==> src/pad_report_decoder_defines.svh <==
// assertion macros shared by the pad report decoder rtl
`ifndef PAD_REPORT_DECODER_DEFINES_SVH
`define PAD_REPORT_DECODER_DEFINES_SVH

`ifndef SYNTH
// same-cycle implication, checked outside reset
`define PRD_ASSERT_IMPL(lbl, ante, cons, msg) \
  lbl: assert property (@(posedge clk) disable iff (!rst_n) (ante) |-> (cons)) else $error(msg);
// next-cycle implication, checked outside reset
`define PRD_ASSERT_NEXT(lbl, ante, cons, msg) \
  lbl: assert property (@(posedge clk) disable iff (!rst_n) (ante) |=> (cons)) else $error(msg);
`else
`define PRD_ASSERT_IMPL(lbl, ante, cons, msg)
`define PRD_ASSERT_NEXT(lbl, ante, cons, msg)
`endif

`endif

==> src/prd_pkg.sv <==
// shared types and constants for the pad report decoder
package prd_pkg;

  localparam int PAD_COUNT_DEF = 4;
  localparam int REPORT_BYTES  = 37;
  localparam int STORE_DEPTH   = REPORT_BYTES - 1;
  localparam int PAD_GROUP     = 9;

  localparam logic [7:0]  HEADER_CODE   = 8'h21;
  localparam logic [7:0]  THRESH_RESET  = 8'd170;
  localparam logic [15:0] TIMEOUT_RESET = 16'd1500;
  localparam logic [7:0]  STICK_OFFSET  = 8'h80;

  // pad status codes
  localparam logic [1:0] ST_FRESH  = 2'd0;
  localparam logic [1:0] ST_NOCONN = 2'd1;
  localparam logic [1:0] ST_STALE  = 2'd2;

  // configuration register indexes
  localparam logic CFG_THRESHOLD = 1'b0;
  localparam logic CFG_TIMEOUT   = 1'b1;

  typedef enum logic [1:0] {
    REQ_BYTE  = 2'd0,
    REQ_READ  = 2'd1,
    REQ_TICK  = 2'd2,
    REQ_ERROR = 2'd3
  } req_t;

  typedef enum logic [2:0] {
    S_IDLE  = 3'b001,
    S_SWEEP = 3'b010,
    S_EMIT  = 3'b100
  } state_t;

  typedef struct packed {
    logic [12:0]       buttons;
    logic signed [7:0] sx;
    logic signed [7:0] sy;
    logic signed [7:0] cx;
    logic signed [7:0] cy;
    logic [7:0]        sl;
    logic [7:0]        sr;
    logic [1:0]        status;
  } pad_rec_t;

  // controller to datapath
  typedef struct packed {
    logic take;
    logic sweep;
    logic emit;
  } prd_cmd_t;

  // datapath to controller
  typedef struct packed {
    logic read_go;
    logic commit_go;
    logic sweep_done;
    logic emit_done;
  } prd_sts_t;

endpackage

==> src/prd_ctrl.sv <==
// controller state machine for the pad report decoder
module prd_ctrl import prd_pkg::*; (
  input  logic     clk,
  input  logic     rst_n,
  input  prd_sts_t sts,
  output prd_cmd_t cmd
);

  state_t state_r, state_nxt;

  // next state
  always_comb begin
    state_nxt = state_r;
    case (state_r)
      S_IDLE: begin
        if (sts.read_go) begin
          state_nxt = S_EMIT;
        end else if (sts.commit_go) begin
          state_nxt = S_SWEEP;
        end
      end
      S_SWEEP: begin
        if (sts.sweep_done) begin
          state_nxt = S_IDLE;
        end
      end
      S_EMIT: begin
        if (sts.emit_done) begin
          state_nxt = S_IDLE;
        end
      end
      default: begin
        state_nxt = S_IDLE;
      end
    endcase
  end

  // state register
  always_ff @(posedge clk) begin
    if (!rst_n) begin
      state_r <= S_IDLE;
    end else begin
      state_r <= state_nxt;
    end
  end

  // commands
  assign cmd.take  = (state_r == S_IDLE);
  assign cmd.sweep = (state_r == S_SWEEP);
  assign cmd.emit  = (state_r == S_EMIT);

endmodule

==> src/prd_datapath.sv <==
// datapath: report store, commit sweep, pad records, counters and output register
module prd_datapath import prd_pkg::*; #(
  parameter int PAD_COUNT = PAD_COUNT_DEF
) (
  input  logic        clk,
  input  logic        rst_n,
  input  prd_cmd_t    cmd,
  output prd_sts_t    sts,
  input  logic        in_valid,
  input  logic [1:0]  in_req,
  input  logic [7:0]  in_data,
  input  logic        in_last,
  input  logic        cfg_valid,
  input  logic        cfg_index,
  input  logic [15:0] cfg_data,
  output logic        out_valid,
  input  logic        out_ready,
  output pad_rec_t    out_rec,
  output logic [1:0]  out_pad,
  output logic        out_last
);

  localparam int PW        = (PAD_COUNT > 1) ? $clog2(PAD_COUNT) : 1;
  localparam int AW        = $clog2(STORE_DEPTH);
  localparam int SWEEP_LEN = PAD_COUNT * PAD_GROUP;
  localparam logic [AW-1:0] LAST_ADDR = AW'(SWEEP_LEN - 1);
  localparam logic [1:0]    LAST_PAD  = 2'(PAD_COUNT - 1);
  localparam logic [3:0]    LAST_K    = 4'(PAD_GROUP - 1);
  localparam logic [5:0]    LAST_POS  = 6'(REPORT_BYTES - 1);
  localparam logic [5:0]    STORE_TOP = 6'(STORE_DEPTH);

  logic        accept;
  logic        is_byte, is_read, is_tick, is_error;
  logic [7:0]  thr_r;
  logic [15:0] timeout_r;
  logic [5:0]  byte_count_r;
  logic        header_ok_r;
  logic [16:0] idle_r;
  logic        err_r;
  logic        force_go;

  logic [7:0]    store [STORE_DEPTH];
  logic          wr_en;
  logic [AW-1:0] wr_addr;
  logic [7:0]    rd_data_r;

  logic          sw_issue_r;
  logic [AW-1:0] sw_addr_r;
  logic [3:0]    sw_k_r;
  logic [1:0]    sw_p_r;
  logic          rt_v_r;
  logic [3:0]    rt_k_r;
  logic [1:0]    rt_p_r;
  logic [7:0]    grp_r [PAD_GROUP-1];
  logic          apply;
  logic          nib_ok;
  pad_rec_t      new_rec;

  pad_rec_t   recs [PAD_COUNT];
  logic [1:0] pad_sel_r;
  logic       load;
  logic       out_valid_r;
  pad_rec_t   out_rec_r;
  logic [1:0] out_pad_r;
  logic       out_last_r;

  // item decode
  assign accept   = in_valid && cmd.take;
  assign is_byte  = (in_req == REQ_BYTE);
  assign is_read  = (in_req == REQ_READ);
  assign is_tick  = (in_req == REQ_TICK);
  assign is_error = (in_req == REQ_ERROR);

  // configuration registers
  always_ff @(posedge clk) begin
    if (!rst_n) begin
      thr_r     <= THRESH_RESET;
      timeout_r <= TIMEOUT_RESET;
    end else if (cfg_valid) begin
      case (cfg_index)
        CFG_THRESHOLD: thr_r     <= cfg_data[7:0];
        CFG_TIMEOUT:   timeout_r <= cfg_data;
        default:       thr_r     <= thr_r;
      endcase
    end
  end

  // byte counting and header check
  always_ff @(posedge clk) begin
    if (!rst_n) begin
      byte_count_r <= '0;
      header_ok_r  <= 1'b0;
    end else if (accept && is_byte) begin
      if (in_last) begin
        byte_count_r <= '0;
        header_ok_r  <= 1'b0;
      end else begin
        if (byte_count_r == '0) begin
          header_ok_r <= (in_data == HEADER_CODE);
        end
        if (byte_count_r != '1) begin
          byte_count_r <= byte_count_r + 6'd1;
        end
      end
    end
  end

  assign sts.commit_go = accept && is_byte && in_last && header_ok_r &&
                         (byte_count_r == LAST_POS);
  assign sts.read_go   = accept && is_read;

  // report store, one write and one registered read per cycle
  assign wr_en   = accept && is_byte && (byte_count_r != '0) && (byte_count_r <= STORE_TOP);
  assign wr_addr = AW'(byte_count_r - 6'd1);

  always_ff @(posedge clk) begin
    if (wr_en) begin
      store[wr_addr] <= in_data;
    end
    rd_data_r <= store[sw_addr_r];
  end

  // commit sweep: issue addresses and track the byte coming back
  always_ff @(posedge clk) begin
    if (!rst_n) begin
      sw_issue_r <= 1'b0;
      sw_addr_r  <= '0;
      sw_k_r     <= '0;
      sw_p_r     <= '0;
      rt_v_r     <= 1'b0;
      rt_k_r     <= '0;
      rt_p_r     <= '0;
    end else if (cmd.take) begin
      sw_issue_r <= sts.commit_go;
      sw_addr_r  <= '0;
      sw_k_r     <= '0;
      sw_p_r     <= '0;
      rt_v_r     <= 1'b0;
    end else if (cmd.sweep) begin
      rt_v_r <= sw_issue_r;
      rt_k_r <= sw_k_r;
      rt_p_r <= sw_p_r;
      if (sw_issue_r) begin
        if (sw_addr_r == LAST_ADDR) begin
          sw_issue_r <= 1'b0;
        end else begin
          sw_addr_r <= sw_addr_r + AW'(1);
        end
        if (sw_k_r == LAST_K) begin
          sw_k_r <= '0;
          sw_p_r <= sw_p_r + 2'd1;
        end else begin
          sw_k_r <= sw_k_r + 4'd1;
        end
      end
    end
  end

  // gather the first bytes of a pad group
  always_ff @(posedge clk) begin
    if (cmd.sweep && rt_v_r && (rt_k_r != LAST_K)) begin
      grp_r[rt_k_r[2:0]] <= rd_data_r;
    end
  end

  // decode one pad once its final byte is back
  assign apply          = cmd.sweep && rt_v_r && (rt_k_r == LAST_K);
  assign sts.sweep_done = apply && (rt_p_r == LAST_PAD);
  assign nib_ok         = (grp_r[0][7:4] == 4'd1) || (grp_r[0][7:4] == 4'd2);

  always_comb begin
    new_rec.buttons = {grp_r[2][0], grp_r[1][3:0], 1'b0, (grp_r[7] >= thr_r),
                       (rd_data_r >= thr_r), grp_r[2][1], grp_r[1][7:4]};
    new_rec.sx      = $signed(grp_r[3] ^ STICK_OFFSET);
    new_rec.sy      = $signed(grp_r[4] ^ STICK_OFFSET);
    new_rec.cx      = $signed(grp_r[5] ^ STICK_OFFSET);
    new_rec.cy      = $signed(grp_r[6] ^ STICK_OFFSET);
    new_rec.sl      = grp_r[7];
    new_rec.sr      = rd_data_r;
    new_rec.status  = ST_FRESH;
  end

  // idle counter and pending error
  assign force_go = sts.read_go && (err_r || (idle_r > {1'b0, timeout_r}));

  always_ff @(posedge clk) begin
    if (!rst_n) begin
      idle_r <= '0;
      err_r  <= 1'b0;
    end else begin
      if (sts.sweep_done) begin
        idle_r <= '0;
      end else if (accept && is_tick && (idle_r != '1)) begin
        idle_r <= idle_r + 17'd1;
      end
      if (force_go) begin
        err_r <= 1'b0;
      end else if (accept && is_error) begin
        err_r <= 1'b1;
      end
    end
  end

  // pad records
  always_ff @(posedge clk) begin
    if (!rst_n) begin
      for (int p = 0; p < PAD_COUNT; p++) begin
        recs[p] <= '{status: ST_NOCONN, default: '0};
      end
    end else begin
      for (int p = 0; p < PAD_COUNT; p++) begin
        if (force_go) begin
          recs[p].status <= ST_NOCONN;
        end
        if (load && (pad_sel_r == 2'(p)) && (recs[p].status == ST_FRESH)) begin
          recs[p].status <= ST_STALE;
        end
        if (apply && (rt_p_r == 2'(p))) begin
          if (nib_ok) begin
            recs[p] <= new_rec;
          end else begin
            recs[p].status <= ST_NOCONN;
          end
        end
      end
    end
  end

  // record emission into the output register
  assign load          = cmd.emit && (!out_valid_r || out_ready);
  assign sts.emit_done = load && (pad_sel_r == LAST_PAD);

  always_ff @(posedge clk) begin
    if (!rst_n) begin
      pad_sel_r   <= '0;
      out_valid_r <= 1'b0;
    end else begin
      if (sts.read_go) begin
        pad_sel_r <= '0;
      end else if (load) begin
        pad_sel_r <= pad_sel_r + 2'd1;
      end
      if (load) begin
        out_valid_r <= 1'b1;
      end else if (out_ready) begin
        out_valid_r <= 1'b0;
      end
    end
  end

  always_ff @(posedge clk) begin
    if (load) begin
      out_rec_r  <= recs[pad_sel_r[PW-1:0]];
      out_pad_r  <= pad_sel_r;
      out_last_r <= (pad_sel_r == LAST_PAD);
    end
  end

  assign out_valid = out_valid_r;
  assign out_rec   = out_rec_r;
  assign out_pad   = out_pad_r;
  assign out_last  = out_last_r;

endmodule

==> src/pad_report_decoder.sv <==
// pad report decoder: controller input reports in, pad records out
// Input stream items carry a request kind on in_tuser, a report byte on in_tdata and the
// end-of-report mark on in_tlast. Kinds are report byte, pad read, time tick and error.
// The final byte of a well-formed report starts a commit sweep over the report store, one
// byte per cycle through its single read port, so that item holds in_tready low until the
// sweep is done.
// A pad read moves the controller to its emit state, which loads the records into the
// output register one per cycle while not stalled, the last one flagged by out_tlast.
// Ticks, error events and non-final bytes produce no output item.
// The output register holds a record until out_tready; a stall on the output stalls the
// emission of the remaining records, and new input is taken once the final record of a
// read has been loaded, even while it still waits.
// Configuration writes go through cfg_valid/cfg_ready (always ready) and must be issued
// only while the block is idle.
// Synchronous reset (rst_n low) restores register defaults, marks every pad as not
// connected, clears the idle counter, the pending error and any partial report.
`include "pad_report_decoder_defines.svh"

module pad_report_decoder import prd_pkg::*; #(
  parameter int PAD_COUNT = PAD_COUNT_DEF
) (
  input  logic        clk,
  input  logic        rst_n,
  // input stream
  input  logic        in_tvalid,
  output logic        in_tready,
  input  logic [7:0]  in_tdata,   // data_byte[7:0]
  input  logic [1:0]  in_tuser,   // req_type[1:0]
  input  logic        in_tlast,
  // output stream
  output logic        out_tvalid,
  input  logic        out_tready,
  output logic [63:0] out_tdata,  // pad_index[1:0], buttons[14:2], main_stick_x[22:15],
                                  // main_stick_y[30:23], c_stick_x[38:31],
                                  // c_stick_y[46:39], slider_left[54:47],
                                  // slider_right[62:55], zero[63]
  output logic [1:0]  out_tuser,  // pad_status[1:0]
  output logic        out_tlast,
  // configuration writes
  input  logic        cfg_valid,
  output logic        cfg_ready,
  input  logic        cfg_index,
  input  logic [15:0] cfg_data
);

  localparam logic [1:0] LAST_PAD = 2'(PAD_COUNT - 1);

  prd_cmd_t   cmd;
  prd_sts_t   sts;
  pad_rec_t   out_rec;
  logic [1:0] out_pad;

  // controller
  prd_ctrl u_ctrl (
    .clk   (clk),
    .rst_n (rst_n),
    .sts   (sts),
    .cmd   (cmd)
  );

  // datapath
  prd_datapath #(
    .PAD_COUNT (PAD_COUNT)
  ) u_datapath (
    .clk       (clk),
    .rst_n     (rst_n),
    .cmd       (cmd),
    .sts       (sts),
    .in_valid  (in_tvalid),
    .in_req    (in_tuser),
    .in_data   (in_tdata),
    .in_last   (in_tlast),
    .cfg_valid (cfg_valid),
    .cfg_index (cfg_index),
    .cfg_data  (cfg_data),
    .out_valid (out_tvalid),
    .out_ready (out_tready),
    .out_rec   (out_rec),
    .out_pad   (out_pad),
    .out_last  (out_tlast)
  );

  // port packing
  assign in_tready = cmd.take;
  assign cfg_ready = 1'b1;
  assign out_tdata = {1'b0, out_rec.sr, out_rec.sl, out_rec.cy, out_rec.cx,
                      out_rec.sy, out_rec.sx, out_rec.buttons, out_pad};
  assign out_tuser = out_rec.status;

  // checks
  `PRD_ASSERT_NEXT(a_read_blocks_input, in_tvalid && in_tready && (in_tuser == REQ_READ), !in_tready, "input taken while records still to emit")
  `PRD_ASSERT_NEXT(a_commit_blocks_input, sts.commit_go, !in_tready, "input taken during commit sweep")
  `PRD_ASSERT_NEXT(a_sweep_returns_idle, sts.sweep_done, in_tready, "not ready after commit sweep")
  `PRD_ASSERT_IMPL(a_last_record_index, out_tvalid && out_tlast, out_tdata[1:0] == LAST_PAD, "last record flag on wrong pad")

endmodule
==> config.mk <==
export PLATFORM = sky130hd
export DESIGN_NAME = pad_report_decoder
export DESIGN_NICKNAME = d
export VERILOG_FILES = /design/src/prd_pkg.sv /design/src/prd_ctrl.sv /design/src/prd_datapath.sv /design/src/pad_report_decoder.sv
export VERILOG_INCLUDE_DIRS = /design/src /design/src/src
export SDC_FILE = /design/constraint.sdc
export NUM_CORES = 1
export LEC_CHECK = 0
export BUFFER_PORTS_ARGS = -buffer_cell sky130_fd_sc_hd__buf_2
export CAP_MARGIN = 0
export CORE_MARGIN = 3
export CORE_UTILIZATION = 56
export CTS_CLUSTER_SIZE = 28
export DETAILED_ROUTE_END_ITERATION = 8
export PLACE_DENSITY = 0.81
export SETUP_SLACK_MARGIN = 0.4
export SYNTH_ARGS = -nofsm -noshare
export SYNTH_HDL_FRONTEND = slang
export SYNTH_SLANG_ARGS = --single-unit
==> constraint.sdc <==
create_clock -name clk -period 4.75 [get_ports clk]
set_input_delay 0.475 -clock clk [delete_from_list [all_inputs] [get_ports clk]]
set_output_delay 0.475 -clock clk [all_outputs]
set_load 0.02 [all_outputs]
==> results_dict.tcl, run 1 <==
set metrics [dict create \
    outcome "completed" \
    setup_viol 0 \
    max_cap_violations 0 \
    total_power_uw 13200 \
    wl_per_cell_um 23.5 \
    cts_tree "built" \
    die_y_um 236 \
    required_ps 5230 \
    p_leak_uw 0.0110 \
    setup_tns_ps 0 \
    grt_pass1_vias 16200 \
    critPathMaxStageDelay_ps 670 \
    wl_mm 61.6 \
    numPortBuffers 99 \
    synth_cells 1775 \
    io-pin-count 103 \
    grtUsageTotal 0.224 \
    max_slew.worst_pin.slew_ps 1230 \
    grt_pass1_wl_mm 95.9 \
    pwr_density_cell_mw_per_mm2 396 \
    worstPathArrival_ps 3690 \
    path_depth 8 \
    rsz0062_at_grt "false" \
    critPathKind "reg2reg" \
    antenna_found_initial 1 \
    startpoint "u_ctrl.state_r[1]$_SDFFE_PN0P_" \
    fin_ws_ps 1540 \
    post-place-ws_ps 1520 \
    hold_path_class "in2reg" \
    synth-edff-count 655 \
    dp_cells 2490 \
    worst_path_most_repeated_cell "buf_4" \
    ys_seq_elements 738 \
    via_per_inst 5.95 \
    fmax_mhz 311 \
    cts_buffers 73 \
    netlist_area_mm2 0.0296 \
    grt_max_degree 68 \
    drcViolationCount 0 \
    final_cells 2621 \
    grt_overflow 0 \
    crit_fanout 38 \
    timing.critical_path.cells "nor3b_2 -> buf_4 -> nand3b_2 -> or4b_4 -> or3b_4 -> nor2_4 -> buf_4 -> and2_1" \
    cts_max_path_buffers 3 \
    vias 15600 \
    finClkSkew_ps 23.2 \
    setup.worst_path.start_class "flop" \
    place_congestion 0.807 \
    first_pass_iters 5 \
    clk_latency_ps 620 \
    min_delay_path_depth 3 \
    final_layout_size_suffix_gt1_frac 0.200 \
    synth_ff_type "edfxtp_1" \
    start_util 0.572 \
    syn_to_final_growth_pct 12.2 \
    syn_area_per_cell_um2 16.7 \
    seq_area_frac_synth 0.720 \
    crit_path_end_kind "flop" \
    crit_buf_inv 2 \
    synthArstFlopShare 0 \
    crit_family "simple AND/OR/NAND/NOR gates" \
    cts_hold_buf 0 \
    synthDistinctLibCells 56 \
    core-area_mm2 0.0518 \
    period_needed_ps 3210 \
    fin_crit_sh 0.676 \
    finalHoldViolCount 0 \
    clk_pin_slew_ps 60 \
    ys_warn_count 0 \
    slowest_stage "nor2_4" \
    drt_iter0_markers 1320 \
    dieArea_mm2 0.0557 \
    r2r_start "u_ctrl.state_r[1]$_SDFFE_PN0P_" \
    die_width_um 236 \
    reg2reg_depth 8 \
    root_buffer "clkbuf_16" \
    rows 83 \
    slew_headroom 0.172 \
    cts.repair.resized 0 \
    htree_levels 3 \
    peakVddDrop_v 0.000326 \
    antenna_left 0 \
    hpwl_mm 36.7 \
    post-cts-setup-buffer-count 0 \
    nNetsFinal 1961 \
    drv_slew 0 \
    clkSinkCount 738 \
    worstHoldStart "cfg_data[10]" \
]
[worst paths after layout]
path / to / slack, ps
hold reg to reg: u_datapath.timeout_r[14]$_SDFFE_PN0P_ / 470
setup / recovery: u_datapath.recs[1][8]$_SDFFCE_PN0P_ / 1540
hold / removal: u_datapath.timeout_r[10]$_SDFFE_PN1P_ / 100
setup reg to reg: u_datapath.recs[1][8]$_SDFFCE_PN0P_ / 1540
[final cells by class]
cell class              instances  area (µm²)
diodes                          1        2.50
clock buffers                  96        2010
clock inverters                34         390
fillers                      3375       18600
inverters                      37         139
multi-input cells             916        7840
flip-flops and latches        738       21300
well taps                     680         851
repair buffers                119         671
[cells in the mapped netlist, types with 13 or more instances]
cell        n  area share
a21boi_0   21      0.0053
a21oi_1    36      0.0061
a22oi_1    27      0.0068
and2_1    211       0.045
clkbuf_1   53      0.0067
dfxtp_1    83       0.056
edfxtp_1  655        0.66
ha_1       43       0.018
inv_1      37      0.0047
mux4_2    136        0.10
nand2_1   108       0.014
nand3_1    15      0.0025
nand4_1    13      0.0027
nor2_1    130       0.016
o21ai_0    22      0.0037
xnor2_1    14      0.0041
xor2_1     17      0.0050
[registers in the layout, indices dropped and copies added, names as in the netlist, 3 cells and up]
| name | flops |
|---|---|
| u_datapath.idle_r | 17 |
| u_datapath.grp_r | 54 |
| u_datapath.timeout_r | 16 |
| u_datapath.sw_k_r | 4 |
| u_datapath.rd_data_r | 8 |
| u_datapath.store | 288 |
| u_datapath.out_rec | 62 |
| u_datapath.rt_k_r | 4 |
| u_datapath.sw_addr_r | 6 |
| u_datapath.byte_count_r | 6 |
| u_datapath.recs | 248 |
| u_datapath.thr_r | 8 |
| u_ctrl.state_r | 3 |
[report_power, final]
part / internal, µW / leakage [µW] / switching, µW
registers: 7110 / 0.00675 / 29.2
clock network: 3370 / 0.00117 / 2390
logic: 74.1 / 0.00313 / 179
[logic make-up (layout without fill, tap and decap cells)]
kind of cell | Yosys count | after routing | share of synthesized area
xor+xnor | 31 | 31 | 0.00916
other cells | 2 | 4 | 0.000253
flops | 738 | 738 | 0.720
mux | 142 | 142 | 0.105
compound gates | 139 | 139 | 0.0304
simple gates | 558 | 558 | 0.0994
fa+ha+maj | 43 | 43 | 0.0182
buf+inv | 122 | 286 | 0.0174
[through the flow]
step                 util  cell area (µm²)  hold slack (ps)
floorplan               -            29600              443
global route        0.641            33200             94.2
finish              0.642            33200              103
detailed placement  0.595            30800              464
CTS                 0.641            33200             61.6
global placement    0.595            30800              455
[worst min-delay path: stages]
cell and delay, ps:
buf_2 80, nand2_1 40, o211ai_1 80
[layer usage]
layer,routed length (µm),part of all wire,up-vias,global-route usage
li1,-,-,6922,-
met4,1990,0.032,0,0.0793
met1,23200,0.38,7870,0.286
met2,32000,0.52,645,0.386
met3,4370,0.071,148,0.0452
met5,0,0,-,0
[layout by cell type, fill, tap and decap left out, drive strengths merged, types with 5 or more instances in the layout]
master | synthesis | final
dfxtp | 83 | 83
nand2 | 108 | 108
mux4 | 136 | 136
and3 | 6 | 6
a21o | 7 | 7
a22oi | 27 | 27
clkinv | 0 | 24
nor2b | 11 | 11
and2 | 212 | 212
a21oi | 36 | 36
clkbuf | 58 | 96
nand4 | 13 | 13
buf | 27 | 119
nor3 | 12 | 12
nor4 | 5 | 5
xor2 | 17 | 17
mux2i | 6 | 6
nand2b | 9 | 9
a21boi | 21 | 21
o211ai | 12 | 12
edfxtp | 655 | 655
ha | 43 | 43
xnor2 | 14 | 14
nor2 | 142 | 142
o21ai | 22 | 22
nand3 | 15 | 15
nor4b | 6 | 6
inv | 37 | 38
bufinv | 0 | 7
Note: power is estimated with default switching activity, not from simulation.
==> inputs of run 2 (changes only) <==
==> constraint.sdc (replaced) <==
create_clock -name clk -period 2.6 [get_ports clk]
set_input_delay 0.26 -clock clk [delete_from_list [all_inputs] [get_ports clk]]
set_output_delay 0.26 -clock clk [all_outputs]
set_load 0.02 [all_outputs]
==> run 2 against run 1 <==
Largest cell class unchanged. Critical path depth shrank 1. Largest power group unchanged. Clock power grew 79%. Cell area grew 9.0%. Sequential power grew 83%. Final cell count grew 6.4%. Highest routed layer is now met5. Worst hold slack lost 57 ps. Clock skew grew 3.3 ps. Via count grew 9.2%. Non-clock buffer count grew 166. Power grew 83%. Fmax grew 24%. Die area is the same.
==> results_dict.tcl, run 2 (synthesized netlist as in run 1, its figures left out) <==
set metrics [dict create \
    outcome "completed" \
    cts_tree "built" \
    grt_overflow 0 \
    cts_buffers 73 \
    min_delay_path_depth 3 \
    htree_levels 3 \
    layout_common_cells "edfxtp_1, and2_1, mux4_2" \
    largest_reg_flops 288 \
    hold_path_class "in2reg" \
    wl_per_cell_um 26.1 \
    numPortBuffers 99 \
    clkSinkCount 738 \
    dieArea_mm2 0.0557 \
    grtUsageTotal 0.229 \
    drv_slew 0 \
    setup_viol 0 \
    fin_crit_sh 0.993 \
    finClkSkew_ps 26.5 \
    worstPathArrival_ps 2900 \
    cts_max_path_buffers 3 \
    regMostFlops "u_datapath.store" \
    vias 17000 \
    clk_pin_slew_ps 60 \
    grt_max_degree 63 \
    max_cap_violations 0 \
    switching_power_uw 4920 \
    die_y_um 236 \
    io-pin-count 103 \
    start_util 0.572 \
    via_per_inst 6.11 \
    required_ps 2920 \
    internal_power_uw 19100 \
    multi_input_area_mm2 0.00856 \
    finalHoldViolCount 0 \
    clk_latency_ps 620 \
    fmax_mhz 387 \
    peakVddDrop_v 0.000543 \
    rsz0062_at_grt "true" \
    die_width_um 236 \
    first_pass_iters 6 \
    max_slew.worst_pin.slew_ps 878 \
    antenna_left 0 \
    crit_fanout 7 \
    nFillCells 2921 \
    wl_mm 72.7 \
    pwr_density_cell_mw_per_mm2 664 \
    core-area_mm2 0.0518 \
    critPathMaxStageDelay_ps 520 \
    nNetsFinal 2127 \
    grt_pass1_vias 16800 \
    drcViolationCount 0 \
    crit_buf_inv 2 \
    critPathKind "reg2reg" \
    antenna_found_initial 2 \
    reg2reg_depth 7 \
    crit_path_end_kind "flop" \
    timing.critical_path.cells "nor3b_4 -> nand3b_4 -> or4b_4 -> or3_4 -> a21oi_4 -> buf_12 -> clkbuf_16" \
    grt_pass1_wl_mm 97.8 \
    slew_headroom 0.415 \
    path_depth 7 \
    utilization 0.699 \
    period_needed_ps 2580 \
    swShare 0.204 \
    rows 83 \
    setup.worst_path.start_class "flop" \
    clock_power_share 0.429 \
    regArea_mm2 0.0214 \
    crit_family "simple AND/OR/NAND/NOR gates" \
    slowest_stage "or4b_4" \
    drt_iter0_markers 1776 \
    p_leak_uw 0.0123 \
    place_congestion 0.851 \
    pwr-share-comb 0.029 \
    setup_tns_ps 0 \
    final_common_cell "edfxtp_1" \
    final_layout_size_suffix_gt1_frac 0.323 \
    syn_to_final_growth_pct 22.3 \
    root_buffer "clkbuf_16" \
    hpwl_mm 39.0 \
    pwr-share-seq 0.543 \
]
run 2: changes by cell type in the layout (fill, tap and decap cells not counted), moves of 15 or more:
| cell | previous run | this run |
|---|---|---|
| buf_4 | 18 | 74 |
| and2_1 | 211 | 165 |
| and2_4 | 0 | 46 |
| nor2_1 | 129 | 84 |
| nor2_4 | 2 | 37 |
| buf_12 | 2 | 32 |
| buf_6 | 0 | 24 |
| clkbuf_16 | 76 | 99 |
| dlygate4sd3_1 | 0 | 18 |
| nand2_1 | 108 | 93 |
run 2: per-layer routing:
metal,vias up,wire length [µm],global-route usage
met1,8581,26900,0.297
met3,237,5020,0.0346
met2,914,36900,0.393
met4,2,3870,0.0857
met5,-,13,0
li1,7288,-,-
run 2: cell type report:
type | count | area share
flip-flops and latches | 738 | 0.589
multi-input cells | 916 | 0.236
repair buffers | 285 | 0.0829
clock buffers | 89 | 0.0526
well taps | 680 | 0.0235
clock inverters | 41 | 0.0115
inverters | 37 | 0.00383
diodes | 2 | 0.000138
run 2: path summary, 6_finish.rpt:
| check | from | end | slack [ps] |
|---|---|---|---|
| worst max-delay path | u_ctrl.state_r[0]$_SDFFE_PN1P_ | u_datapath.recs[0][22]$_SDFFCE_PN0P_ | 20 |
| worst max register to register | u_ctrl.state_r[0]$_SDFFE_PN1P_ | u_datapath.recs[0][22]$_SDFFCE_PN0P_ | 20 |
| worst min register to register | u_datapath.thr_r[4]$_SDFFE_PN0P_ | u_datapath.thr_r[4]$_SDFFE_PN0P_ | 470 |
| worst min-delay path | out_tready | u_datapath.out_valid$_SDFFE_PN0P_ | 50 |
run 2: metrics by stage:
stage | instances | total power [µW] | hold WS, ps | worst slack (ps) | cell area, µm²
3_3_place_gp | 2557 | 13800 | 454 | 42.2 | 31800
4_1_cts | 2719 | 24000 | 32.9 | 121 | 34600
6_report | 2788 | 24100 | 46.8 | 18.9 | 36200
5_1_grt | 2786 | 24700 | 69.7 | -64.8 | 36200
2_1_floorplan | 1776 | 13500 | 359 | -478 | 30000
3_5_place_dp | 2557 | 13800 | 463 | 30.8 | 31800
run 2: tightest hold or removal path, delay by kind of cell:
kind	cells	cell delay (ps)
AO/OA/AOI/OAI	1	100
buffers and inverters	1	70
AND/OR/NAND/NOR	1	160
run 2: timing repair:
item,CTS,global route
setup endpoints to repair,674,805
hold endpoints to repair,25,0
buffers inserted,14,31
gates cloned,0,36
pin swaps,15,48
hold buffers,18,0
resized for setup,22,158
run 2: power by group through the flow:
stage          Sequential [µW]  Combinational, µW  Clock [µW]
3_3_place_gp             13300                488           0
3_5_place_dp             13300                506           0
5_1_grt                  13100                735       10900
2_1_floorplan            13300                257           0
6_report                 13100                696       10300
4_1_cts                  13000                537       10400
